File: src/rtl/pfa_pkg.sv
// Shared types and codes for the partition fit allocator.
`default_nettype none

package pfa_pkg;

  localparam logic [1:0] FIT_FIRST = 2'd0;
  localparam logic [1:0] FIT_BEST  = 2'd1;
  localparam logic [1:0] FIT_WORST = 2'd2;

  localparam logic OP_LOAD  = 1'b0;
  localparam logic OP_ALLOC = 1'b1;

  localparam logic REG_FIT_MODE      = 1'b0;
  localparam logic REG_BLOCKS_IN_USE = 1'b1;

  // Control into the fit unit.
  typedef struct packed {
    logic       found;
    logic [1:0] mode;
  } fit_ctrl_t;

endpackage

`default_nettype wire

File: src/rtl/pfa_ram.sv
// Generic single-write, single-read RAM with registered read data.
`default_nettype none

module pfa_ram #(
  parameter int WIDTH = 16,
  parameter int DEPTH = 16
) (
  input  wire logic                                   clk,
  input  wire logic                                   wr_en,
  input  wire logic [(DEPTH > 1 ? $clog2(DEPTH) : 1)-1:0] wr_addr,
  input  wire logic [WIDTH-1:0]                       wr_data,
  input  wire logic                                   rd_en,
  input  wire logic [(DEPTH > 1 ? $clog2(DEPTH) : 1)-1:0] rd_addr,
  output logic      [WIDTH-1:0]                       rd_data
);

  logic [WIDTH-1:0] mem [DEPTH];

  always_ff @(posedge clk) begin
    if (wr_en) begin
      mem[wr_addr] <= wr_data;
    end
    if (rd_en) begin
      rd_data <= mem[rd_addr];
    end
  end

endmodule

`default_nettype wire

File: src/rtl/pfa_fit_unit.sv
// Shared subtract and compare unit: fit test, policy compare, remaining size.
`default_nettype none

module pfa_fit_unit
  import pfa_pkg::*;
#(
  parameter int SIZE_BITS = 16
) (
  input  wire fit_ctrl_t            ctrl,
  input  wire logic [SIZE_BITS-1:0] val,
  input  wire logic [SIZE_BITS-1:0] best,
  input  wire logic [SIZE_BITS-1:0] amt,
  output logic                      take,
  output logic      [SIZE_BITS-1:0] diff
);

  logic                 borrow;
  logic                 better;

  assign {borrow, diff} = {1'b0, val} - {1'b0, amt};

  always_comb begin
    case (ctrl.mode)
      FIT_BEST:  better = (val < best);
      FIT_WORST: better = (val > best);
      default:   better = 1'b0;
    endcase
  end

  // Keep the earliest fit unless the policy finds a strictly better one.
  assign take = !borrow && (!ctrl.found || better);

endmodule

`default_nettype wire

File: src/rtl/partition_fit_allocator_top.sv
// Partition fit allocator: free-size table, scan sequencer and output register.
// Load item: the write state registers the result, then goes idle once output is free.
// Allocate item: L = min(blocks_in_use, NUM_BLOCKS) reads, one per cycle on the single
// RAM read port, then the write state; no new item is taken until back in idle.
// The result register lets the next item enter while a result waits to be taken.
// Synchronous reset: table reads zero (valid bits), count 0, fit_mode 0, blocks_in_use 16.
`default_nettype none

module partition_fit_allocator_top
  import pfa_pkg::*;
#(
  parameter int NUM_BLOCKS = 16,
  parameter int SIZE_BITS  = 16
) (
  input  wire logic        clk,
  input  wire logic        rst,
  input  wire logic        s_tvalid,
  output logic             s_tready,
  input  wire logic [23:0] s_tdata,   // block_index[3:0], amount[19:4], zero pad
  input  wire logic        s_tuser,   // opcode
  output logic             m_tvalid,
  input  wire logic        m_tready,
  output logic      [39:0] m_tdata,   // block_number[3:0], remaining[19:4],
                                      // request_number[35:20], zero pad
  output logic             m_tuser,   // granted
  input  wire logic        cfg_wr_en,
  input  wire logic        cfg_index,
  input  wire logic  [4:0] cfg_data
);

  localparam int IDX_W = (NUM_BLOCKS > 1) ? $clog2(NUM_BLOCKS) : 1;
  localparam int CNT_W = $clog2(NUM_BLOCKS + 1);
  localparam int LIM_W = (CNT_W > 5) ? CNT_W : 5;

  typedef enum logic [2:0] {
    ST_IDLE  = 3'b001,
    ST_SCAN  = 3'b010,
    ST_WRITE = 3'b100
  } state_t;

  state_t               state;
  logic [1:0]           fit_mode;
  logic [4:0]           blocks_in_use;
  logic [15:0]          req_count;
  logic [SIZE_BITS-1:0] amt;
  logic [CNT_W-1:0]     limit;
  logic [CNT_W-1:0]     limit_next;
  logic [CNT_W-1:0]     cnt;
  logic                 cmp_live;
  logic                 cmp_vld;
  logic [IDX_W-1:0]     cmp_idx;
  logic                 found;
  logic [IDX_W-1:0]     pick;
  logic [SIZE_BITS-1:0] best;
  logic [NUM_BLOCKS-1:0] valid;

  logic                 accept;
  logic                 is_load;
  logic                 load_ok;
  logic                 out_free;
  logic [SIZE_BITS-1:0] amt_in;
  logic [LIM_W-1:0]     biu_ext;
  logic                 issue;
  logic                 wr_en;
  logic [IDX_W-1:0]     wr_addr;
  logic [SIZE_BITS-1:0] wr_data;
  logic [IDX_W-1:0]     rd_addr;
  logic [SIZE_BITS-1:0] rd_data;
  logic [SIZE_BITS-1:0] cmp_val;
  logic [SIZE_BITS-1:0] unit_val;
  fit_ctrl_t            unit_ctrl;
  logic                 take;
  logic [SIZE_BITS-1:0] diff;

  assign s_tready = (state == ST_IDLE);
  assign accept   = s_tvalid && s_tready;
  assign is_load  = (s_tuser == OP_LOAD);
  assign load_ok  = (32'(s_tdata[3:0]) < NUM_BLOCKS);
  assign amt_in   = SIZE_BITS'(s_tdata[19:4]);
  assign out_free = !m_tvalid || m_tready;

  // Clamp the scan length to the table depth.
  assign biu_ext    = LIM_W'(blocks_in_use);
  assign limit_next = (biu_ext > LIM_W'(NUM_BLOCKS)) ? CNT_W'(NUM_BLOCKS) : CNT_W'(biu_ext);

  assign issue   = (state == ST_SCAN) && (cnt < limit);
  assign rd_addr = cnt[IDX_W-1:0];

  // Write port: loads at accept, the chosen entry when the result is registered.
  always_comb begin
    if (state == ST_WRITE) begin
      wr_en   = found && out_free;
      wr_addr = pick;
      wr_data = diff;
    end else begin
      wr_en   = accept && is_load && load_ok;
      wr_addr = IDX_W'(s_tdata[3:0]);
      wr_data = amt_in;
    end
  end

  pfa_ram #(
    .WIDTH (SIZE_BITS),
    .DEPTH (NUM_BLOCKS)
  ) u_ram (
    .clk     (clk),
    .wr_en   (wr_en),
    .wr_addr (wr_addr),
    .wr_data (wr_data),
    .rd_en   (issue),
    .rd_addr (rd_addr),
    .rd_data (rd_data)
  );

  assign cmp_val        = cmp_vld ? rd_data : '0;
  assign unit_val       = (state == ST_WRITE) ? best : cmp_val;
  assign unit_ctrl.found = found;
  assign unit_ctrl.mode  = fit_mode;

  pfa_fit_unit #(
    .SIZE_BITS (SIZE_BITS)
  ) u_fit (
    .ctrl (unit_ctrl),
    .val  (unit_val),
    .best (best),
    .amt  (amt),
    .take (take),
    .diff (diff)
  );

  // Configuration registers.
  always_ff @(posedge clk) begin
    if (rst) begin
      fit_mode      <= FIT_FIRST;
      blocks_in_use <= 5'd16;
    end else if (cfg_wr_en) begin
      unique case (cfg_index)
        REG_FIT_MODE:      fit_mode      <= cfg_data[1:0];
        REG_BLOCKS_IN_USE: blocks_in_use <= cfg_data;
        default:           fit_mode      <= fit_mode;
      endcase
    end
  end

  // Entries never written read as zero.
  always_ff @(posedge clk) begin
    if (rst) begin
      valid <= '0;
    end else if (wr_en) begin
      valid[wr_addr] <= 1'b1;
    end
  end

  // Sequencer.
  always_ff @(posedge clk) begin
    if (rst) begin
      state     <= ST_IDLE;
      req_count <= '0;
      cmp_live  <= 1'b0;
      found     <= 1'b0;
      cnt       <= '0;
    end else begin
      unique case (state)
        ST_IDLE: begin
          if (accept) begin
            found    <= 1'b0;
            cnt      <= '0;
            cmp_live <= 1'b0;
            if (is_load) begin
              state <= ST_WRITE;
            end else begin
              req_count <= req_count + 16'd1;
              state     <= ST_SCAN;
            end
          end
        end
        ST_SCAN: begin
          cmp_live <= issue;
          if (issue) begin
            cnt <= cnt + CNT_W'(1);
          end else begin
            state <= ST_WRITE;
          end
          if (cmp_live && take) begin
            found <= 1'b1;
          end
        end
        ST_WRITE: begin
          if (out_free) begin
            state <= ST_IDLE;
          end
        end
        default: state <= ST_IDLE;
      endcase
    end
  end

  // Scan datapath.
  always_ff @(posedge clk) begin
    if (accept) begin
      amt   <= amt_in;
      limit <= limit_next;
    end
    if (issue) begin
      cmp_idx <= cnt[IDX_W-1:0];
      cmp_vld <= valid[cnt[IDX_W-1:0]];
    end
    if (state == ST_SCAN && cmp_live && take) begin
      pick <= cmp_idx;
      best <= cmp_val;
    end
  end

  // Result register.
  always_ff @(posedge clk) begin
    if (rst) begin
      m_tvalid <= 1'b0;
    end else if (state == ST_WRITE && out_free) begin
      m_tvalid <= 1'b1;
    end else if (m_tready) begin
      m_tvalid <= 1'b0;
    end
  end

  always_ff @(posedge clk) begin
    if (state == ST_WRITE && out_free) begin
      m_tuser        <= found;
      m_tdata[3:0]   <= found ? 4'(pick) : 4'd0;
      m_tdata[19:4]  <= found ? 16'(diff) : 16'd0;
      m_tdata[35:20] <= req_count;
      m_tdata[39:36] <= 4'd0;
    end
  end

endmodule

`default_nettype wire

File: config.mk
export PLATFORM = sky130hd
export DESIGN_NAME = partition_fit_allocator_top
export DESIGN_NICKNAME = d
export VERILOG_FILES = /design/src/rtl/pfa_pkg.sv /design/src/rtl/pfa_ram.sv /design/src/rtl/pfa_fit_unit.sv /design/src/rtl/partition_fit_allocator_top.sv
export SDC_FILE = /design/constraint.sdc
export NUM_CORES = 1
export LEC_CHECK = 0
export BUFFER_PORTS_ARGS = -buffer_cell sky130_fd_sc_hd__clkbuf_2
export CORE_MARGIN = 3
export CORE_UTILIZATION = 30
export CTS_CLUSTER_SIZE = 30
export DETAILED_ROUTE_END_ITERATION = 8
export GPL_TIMING_DRIVEN = 0
export MAX_ROUTING_LAYER = met4
export PLACE_DENSITY = 0.51
export SLEW_MARGIN = 20
export SYNTH_ARGS = -nofsm -noshare
export SYNTH_HDL_FRONTEND = slang
export SYNTH_SLANG_ARGS = --single-unit
File: constraint.sdc
create_clock -name clk -period 12.24 [get_ports clk]
set_input_delay 2.448 -clock clk [delete_from_list [all_inputs] [get_ports clk]]
set_output_delay 2.448 -clock clk [all_outputs]
set_load 0.02 [all_outputs]
Yosys cells after proc, flatten, opt, wreduce, memory -nomap -nowiden
Memory sizes are Yosys's and may differ from the RTL's. A register that Yosys moved wholly into a read port is not among the register bits.
Cells that the tools add are included.
- bitwise logic cells: 3
- equal/unequal tests: 10
- divide/modulo/power cells: 0
- $add $sub $neg: 3
- shift operators: 0
- muxes and demuxes: 26
- reduce and logical (&&, ||, !) cells: 24
- $lt $le $gt $ge: 7
- $mul: 0
- operators with widths (kind ; number):
    two-way mux 16 bit ; 3
    subtractor 16 x 16 -> 17 bit ; 1
    adder 16 x 1 -> 16 bit, second input constant ; 1
    greater-than comparator 16 bit ; 1
    less-than comparator 16 bit ; 1
    OR 16 bit ; 1
    two-way mux 3 bit ; 4
    AND reduction 3 bit ; 4
    logical AND 1 bit ; 10
    less-than comparator 4 x 5 -> 1 bit, second input constant ; 2
    two-way mux 5 bit ; 2
    one-hot mux 5 bit (2 select lines) ; 1
    two-way mux 1 bit ; 9
    one-hot mux 3 bit (3 select lines) ; 1
    != test 2 bit, second input constant ; 4
    one-hot mux 1 bit (2 select lines) ; 3
    AND reduction 2 bit ; 3
    adder 5 x 1 -> 5 bit, second input constant ; 1
    greater-than comparator 5 bit, second input constant ; 1
    less-than comparator 5 bit ; 1
    binary-select mux 1 bit (select 4 bit) ; 1
    demux 1 bit (select 4 bit) ; 1
    >= comparator 4 x 1 -> 1 bit, second input constant ; 1
    two-way mux 4 bit ; 1
    10 further kinds ; 15
- logic and storage cells: 92
- memories kept: 1
- register bits after elaboration: 133
- output and inout port bits: 43
- bits in writable memories: 256
- bits in read-only memories: 0
- latch bits: 0
- memories (memory ; words ; bits a word ; read ports ; clocked after Yosys merged registers in ; write ports ; line ; text):
    u_ram.mem ; 16 ; 16 ; 1 ; 1 ; 1 ; pfa_ram.sv:17 ; logic [WIDTH-1:0] mem [DEPTH];

Depth between registers and ports, before layout
- depth in word-level cells: 9
- gate-level depth with buffers: 14

Hierarchy
Synthesis repeated with hierarchy kept, for this count alone.
- cell total of the unflattened synthesis: 1092
- area, all modules: 17062.6 um^2
- modules (own cells, without submodules) (module ; sequential area each (um^2) ; area each (um^2) ; times used ; cells each):
    pfa_ram ; 8167.8 ; 10202.3 ; 1 ; 432
    partition_fit_allocator_top ; 3493.4 ; 5557.8 ; 1 ; 468
    pfa_fit_unit ; 0.0 ; 1302.5 ; 1 ; 192

Worst setup path before layout
OpenSTA, ideal clock, no wires.
- path type: reg2reg
- start: reg state[0]
- end: reg best[0] (enable)
- required time: 11.812 ns
- arrival: 4.128 ns
- cell stages (with the launch flop): 14
- path slack: 7.684 ns
- path buffers: 3
- setup time: 0.428 ns
- cell sequence: dfxtp_1 > nor2_1 > nand2_1 > buf_2 > clkbuf_1 > clkbuf_1 > o21ai_0 > ha_1 > nor2b_1 > o211ai_1 > a2111oi_0 > nor4_1 > mux2i_1 > a211oi_1
- cells in the longest elaborated chain, start to end: 7
- elaborated cells on any way between the ends: 12
- RTL lines (what ; line ; text):
    start, declared ; partition_fit_allocator_top.sv:41 ; state_t state;
    start signal, assigned ; partition_fit_allocator_top.sv:157 ; state <= ST_IDLE;
    start signal, assigned ; partition_fit_allocator_top.sv:170 ; state <= ST_WRITE;
    start signal, assigned ; partition_fit_allocator_top.sv:173 ; state <= ST_SCAN;
    equality test 3 bit ; partition_fit_allocator_top.sv:116 ; assign unit_val = (state == ST_WRITE) ? best : cmp_val;
    two-way mux 16 bit ; partition_fit_allocator_top.sv:116 ;
    greater-than comparator 16 bit or less-than comparator 16 bit (tied branches) ; pfa_fit_unit.sv:25, pfa_fit_unit.sv:24 ;
    one-hot mux 1 bit (2 select lines) ; pfa_fit_unit.sv:23 ; case (ctrl.mode)
    logical OR 1 bit ; pfa_fit_unit.sv:31 ; assign take = !borrow && (!ctrl.found || better);
    logical AND 1 bit ; pfa_fit_unit.sv:31 ;
    logical AND 1 bit * ; partition_fit_allocator_top.sv:208 ; if (state == ST_SCAN && cmp_live && take) begin
    end signal, assigned ; partition_fit_allocator_top.sv:210 ; best <= cmp_val;
    end, declared ; partition_fit_allocator_top.sv:54 ; logic [SIZE_BITS-1:0] best;
Every way passes the cells marked *; elsewhere a longest branch is shown, timed or not.
A chain may end at the register's enable or synchronous reset.

Worst setup path in the final report
- start: reg state[0]
- end: reg best[12] (enable)
The elaborated chain is that of the path after synthesis.

==> impl_metrics.tcl <==
set metrics [dict create \
    grt_max_degree 30 \
    tightestPinTransition_ns 1.17 \
    seqPwrFrac 0.526 \
    num_rows 86 \
    holdCritPathClass "reg -> reg" \
    synth_cells 1028 \
    slew_viol_final 0 \
    numCtsBuffers 45 \
    crit_path_frequent_cell "clkbuf_1" \
    powerDensity_nw_per_um2 145 \
    h-tree-depth 2 \
    clk_pin_slew_ns 0.06 \
    synth_compound_area_frac 0.0544 \
    layout_commonest_cell "edfxtp_1" \
    worst_setup_path_end_kind "flip-flop" \
    setup_viol 0 \
    synth_warnings 0 \
    status "complete, no violations" \
    drc 0 \
    clk_latency_ns 0.58 \
    rsz0062_at_grt "no" \
    grt-ovfl-total 0 \
    synthAdderAreaFrac 0.0306 \
    cts_tree "yes" \
    final_cell_mix "edfxtp_1, clkbuf_2, nor2_1, nand2_1, mux4_2" \
    p_sw_frac 0.220 \
    clockRootBuffer "clkbuf_16" \
    finalCriticalPeriod_ns 4.94 \
    dieArea_um2 59600 \
    synthSimpleGateAreaFrac 0.0672 \
    hold_viol 0 \
    synth_mux_area_frac 0.123 \
    cts_hold_buf 0 \
    cp-startpoint "state[0]" \
    synth_top_family_by_area "multiplexers" \
    numClockSinks 405 \
    dp_hpwl_um 27200 \
    leakage_nw 6.79 \
    grt_usage 0.139 \
    ys_seq_area_frac 0.686 \
    start_util 0.306 \
    multi_input_area_um2 5110 \
    boundaryPins 79 \
    r2r-start "state[0]" \
    synth-main-ff-cell "edfxtp_1" \
    avgViaCountPerCell 4.79 \
    fmax_mhz 203 \
    core_um2 55600 \
    finalSetupTns_ns 0 \
    critical_path_required_ns 12.52 \
    final_area_um2 20000 \
    area_growth_pct 17.5 \
    cts-resized-gates 0 \
    critical-path-top-delay-family "buffers and inverters" \
    placed_cell_area_um2 18600 \
    grt_pass1_wl_um 60300 \
    relSlewSlack 0.217 \
    vias 9291 \
    drive_above_1_share 0.221 \
    wl_um 39700 \
    portBuffers 69 \
    ys_ff_latch 405 \
    antennaDiodeCount 0 \
    drtPass1Iterations 6 \
    wl_per_cell_um 20.4 \
    r2r_end "best[12]" \
    clock_tree.buffer_depth 3 \
    startpoint_type "flip-flop" \
    seq_area_um2 11700 \
    final_nets 1234 \
    syn_avg_cell_area_um2 16.5 \
    cts_setup_buffers 0 \
    async_flop_share 0 \
    drv_cap 0 \
    path_max_fanout 14 \
    pwr-share-comb 0.046 \
    synth_xor_area_frac 0.0134 \
    cp_slowest_cell "clkbuf_1" \
    antenna_left 0 \
    crit_type "reg -> reg" \
    reg2reg_slack_ns 7.30 \
    clkPwrFrac 0.428 \
    antenna_found_initial 0 \
    cpPeakStageDelay_ns 0.64 \
    fin_worst_skew_ns 0.0265 \
    ff2ff_path_depth 14 \
    crit_cells 14 \
    synth_edf_count 355 \
    chipHeight_um 244 \
    period_share 0.403 \
    gp_congestion 0.776 \
    netSwitchingPower_mw 0.640 \
    first_iter_violations 638 \
    netlist_area_um2 17000 \
    synthDistinctLibCells 75 \
    arrival_ns 5.21 \
    path_buf_inv 4 \
    endpoint "best[12]" \
    grt_pass1_vias 9511 \
    fp.dieW_um 244 \
    p_int_mw 2.26 \
    fill_cells 5268 \
    ir_drop_mv 0.102 \
    critical_path.cell_chain "nor2_1, nand2_1, buf_2, clkbuf_1, clkbuf_1, o21ai_0, ha_1, nor2b_1, o211ai_1, a2111oi_0, nor4_1, mux2i_1, a211oi_4, buf_6" \
]
==> sequential cells by signal (all words and copies together) (netlist names), 16 cells and up <==
register	flops
req_count	16
amt	16
u_ram.rd_data	16
valid	16
u_ram.mem	256
m_tdata	36
best	16
==> power groups by stage <==
stage | registers, mW | clock network, mW | logic [mW]
global route | 1.53 | 1.33 | 0.148
floorplan | 1.56 | 0 | 0.0811
detailed placement | 1.56 | 0 | 0.135
finish | 1.53 | 1.24 | 0.134
global placement | 1.56 | 0 | 0.124
CTS | 1.53 | 1.28 | 0.136
==> layout make-up <==
cell class / instances / share of cell area
flip-flops and latches: 405 / 0.583
multi-input cells: 536 / 0.256
clock buffers: 59 / 0.0605
well taps: 748 / 0.0468
repair buffers: 79 / 0.0245
plain buffers: 43 / 0.0130
inverters: 47 / 0.00895
clock inverters: 24 / 0.00726
==> how the worst min path moves through the flow <==
stage / cells past startpoint / startpoint / slack [ns] / end
5_1_grt: 0 / cmp_idx[3] / 0.43 / pick[3]
3_5_place_dp: 0 / cmp_idx[1] / 0.41 / pick[1]
4_1_cts: 0 / cmp_idx[3] / 0.42 / pick[3]
2_1_floorplan: 0 / cmp_idx[0] / 0.40 / pick[0]
6_report: 0 / cmp_idx[2] / 0.42 / pick[2]
3_3_place_gp: 0 / cmp_idx[2] / 0.40 / pick[2]
==> cells by family (layout without fill, tap and decap cells) <==
| family | Yosys count | after routing |
|---|---|---|
| AO/OA/AOI/OAI | 139 | 139 |
| XOR/XNOR | 26 | 26 |
| adder cells (fa/ha/maj) | 41 | 41 |
| buffers and inverters | 90 | 252 |
| flip-flops | 405 | 405 |
| multiplexers | 91 | 91 |
| other | 1 | 4 |
| AND/OR/NAND/NOR | 235 | 235 |
==> per-layer routing <==
| layer | global-route usage | up-vias | wire, um |
|---|---|---|---|
| met5 | - | - | 0 |
| met4 | 0.0369 | 0 | 742 |
| met3 | 0.0248 | 57 | 1770 |
| met2 | 0.230 | 183 | 19900 |
| met1 | 0.177 | 4770 | 17300 |
| li1 | - | 4281 | - |
==> per-stage QoR <==
step           setup WS, ns  power (mW)  hold WS, ns  instances   util
2_1_floorplan          7.68        1.64        0.400       1031      -
3_3_place_gp           5.71        1.68        0.404       1848  0.329
3_5_place_dp           7.13        1.69        0.412       1858  0.335
4_1_cts                7.06        2.94        0.420       1941  0.359
5_1_grt                6.87        3.01        0.432       1941  0.359
6_report               7.30        2.90        0.419       1941  0.359
==> cells in the mapped netlist, types with 3 or more instances <==
cell	n	area (um^2)
edfxtp_1	355	10700
nor2_1	75	282
nand2_1	57	214
mux4_2	56	1260
dfxtp_1	50	1000
inv_1	44	165
ha_1	40	500
o21ai_0	40	200
a21oi_1	38	190
mux4_1	29	762
clkbuf_1	25	93.8
and2_1	22	138
xor2_1	19	166
nand3_1	17	85.1
nor2b_1	10	62.6
nor3_1	10	50.1
a21o_1	9	67.6
and3_1	7	43.8
buf_6	7	78.8
nand4_1	7	43.8
nor3b_1	7	52.6
xnor2_1	7	61.3
nand2b_1	6	37.5
o21a_1	5	37.5
o21ba_2	5	50.1
a211oi_1	4	30.0
buf_4	4	30.0
mux2i_1	4	40.0
a31oi_1	3	18.8
buf_2	3	15.0
o211ai_1	3	22.5
o21ba_1	3	30.0
o31ai_1	3	22.5
No activity file was read; power rests on OpenSTA's default activity.
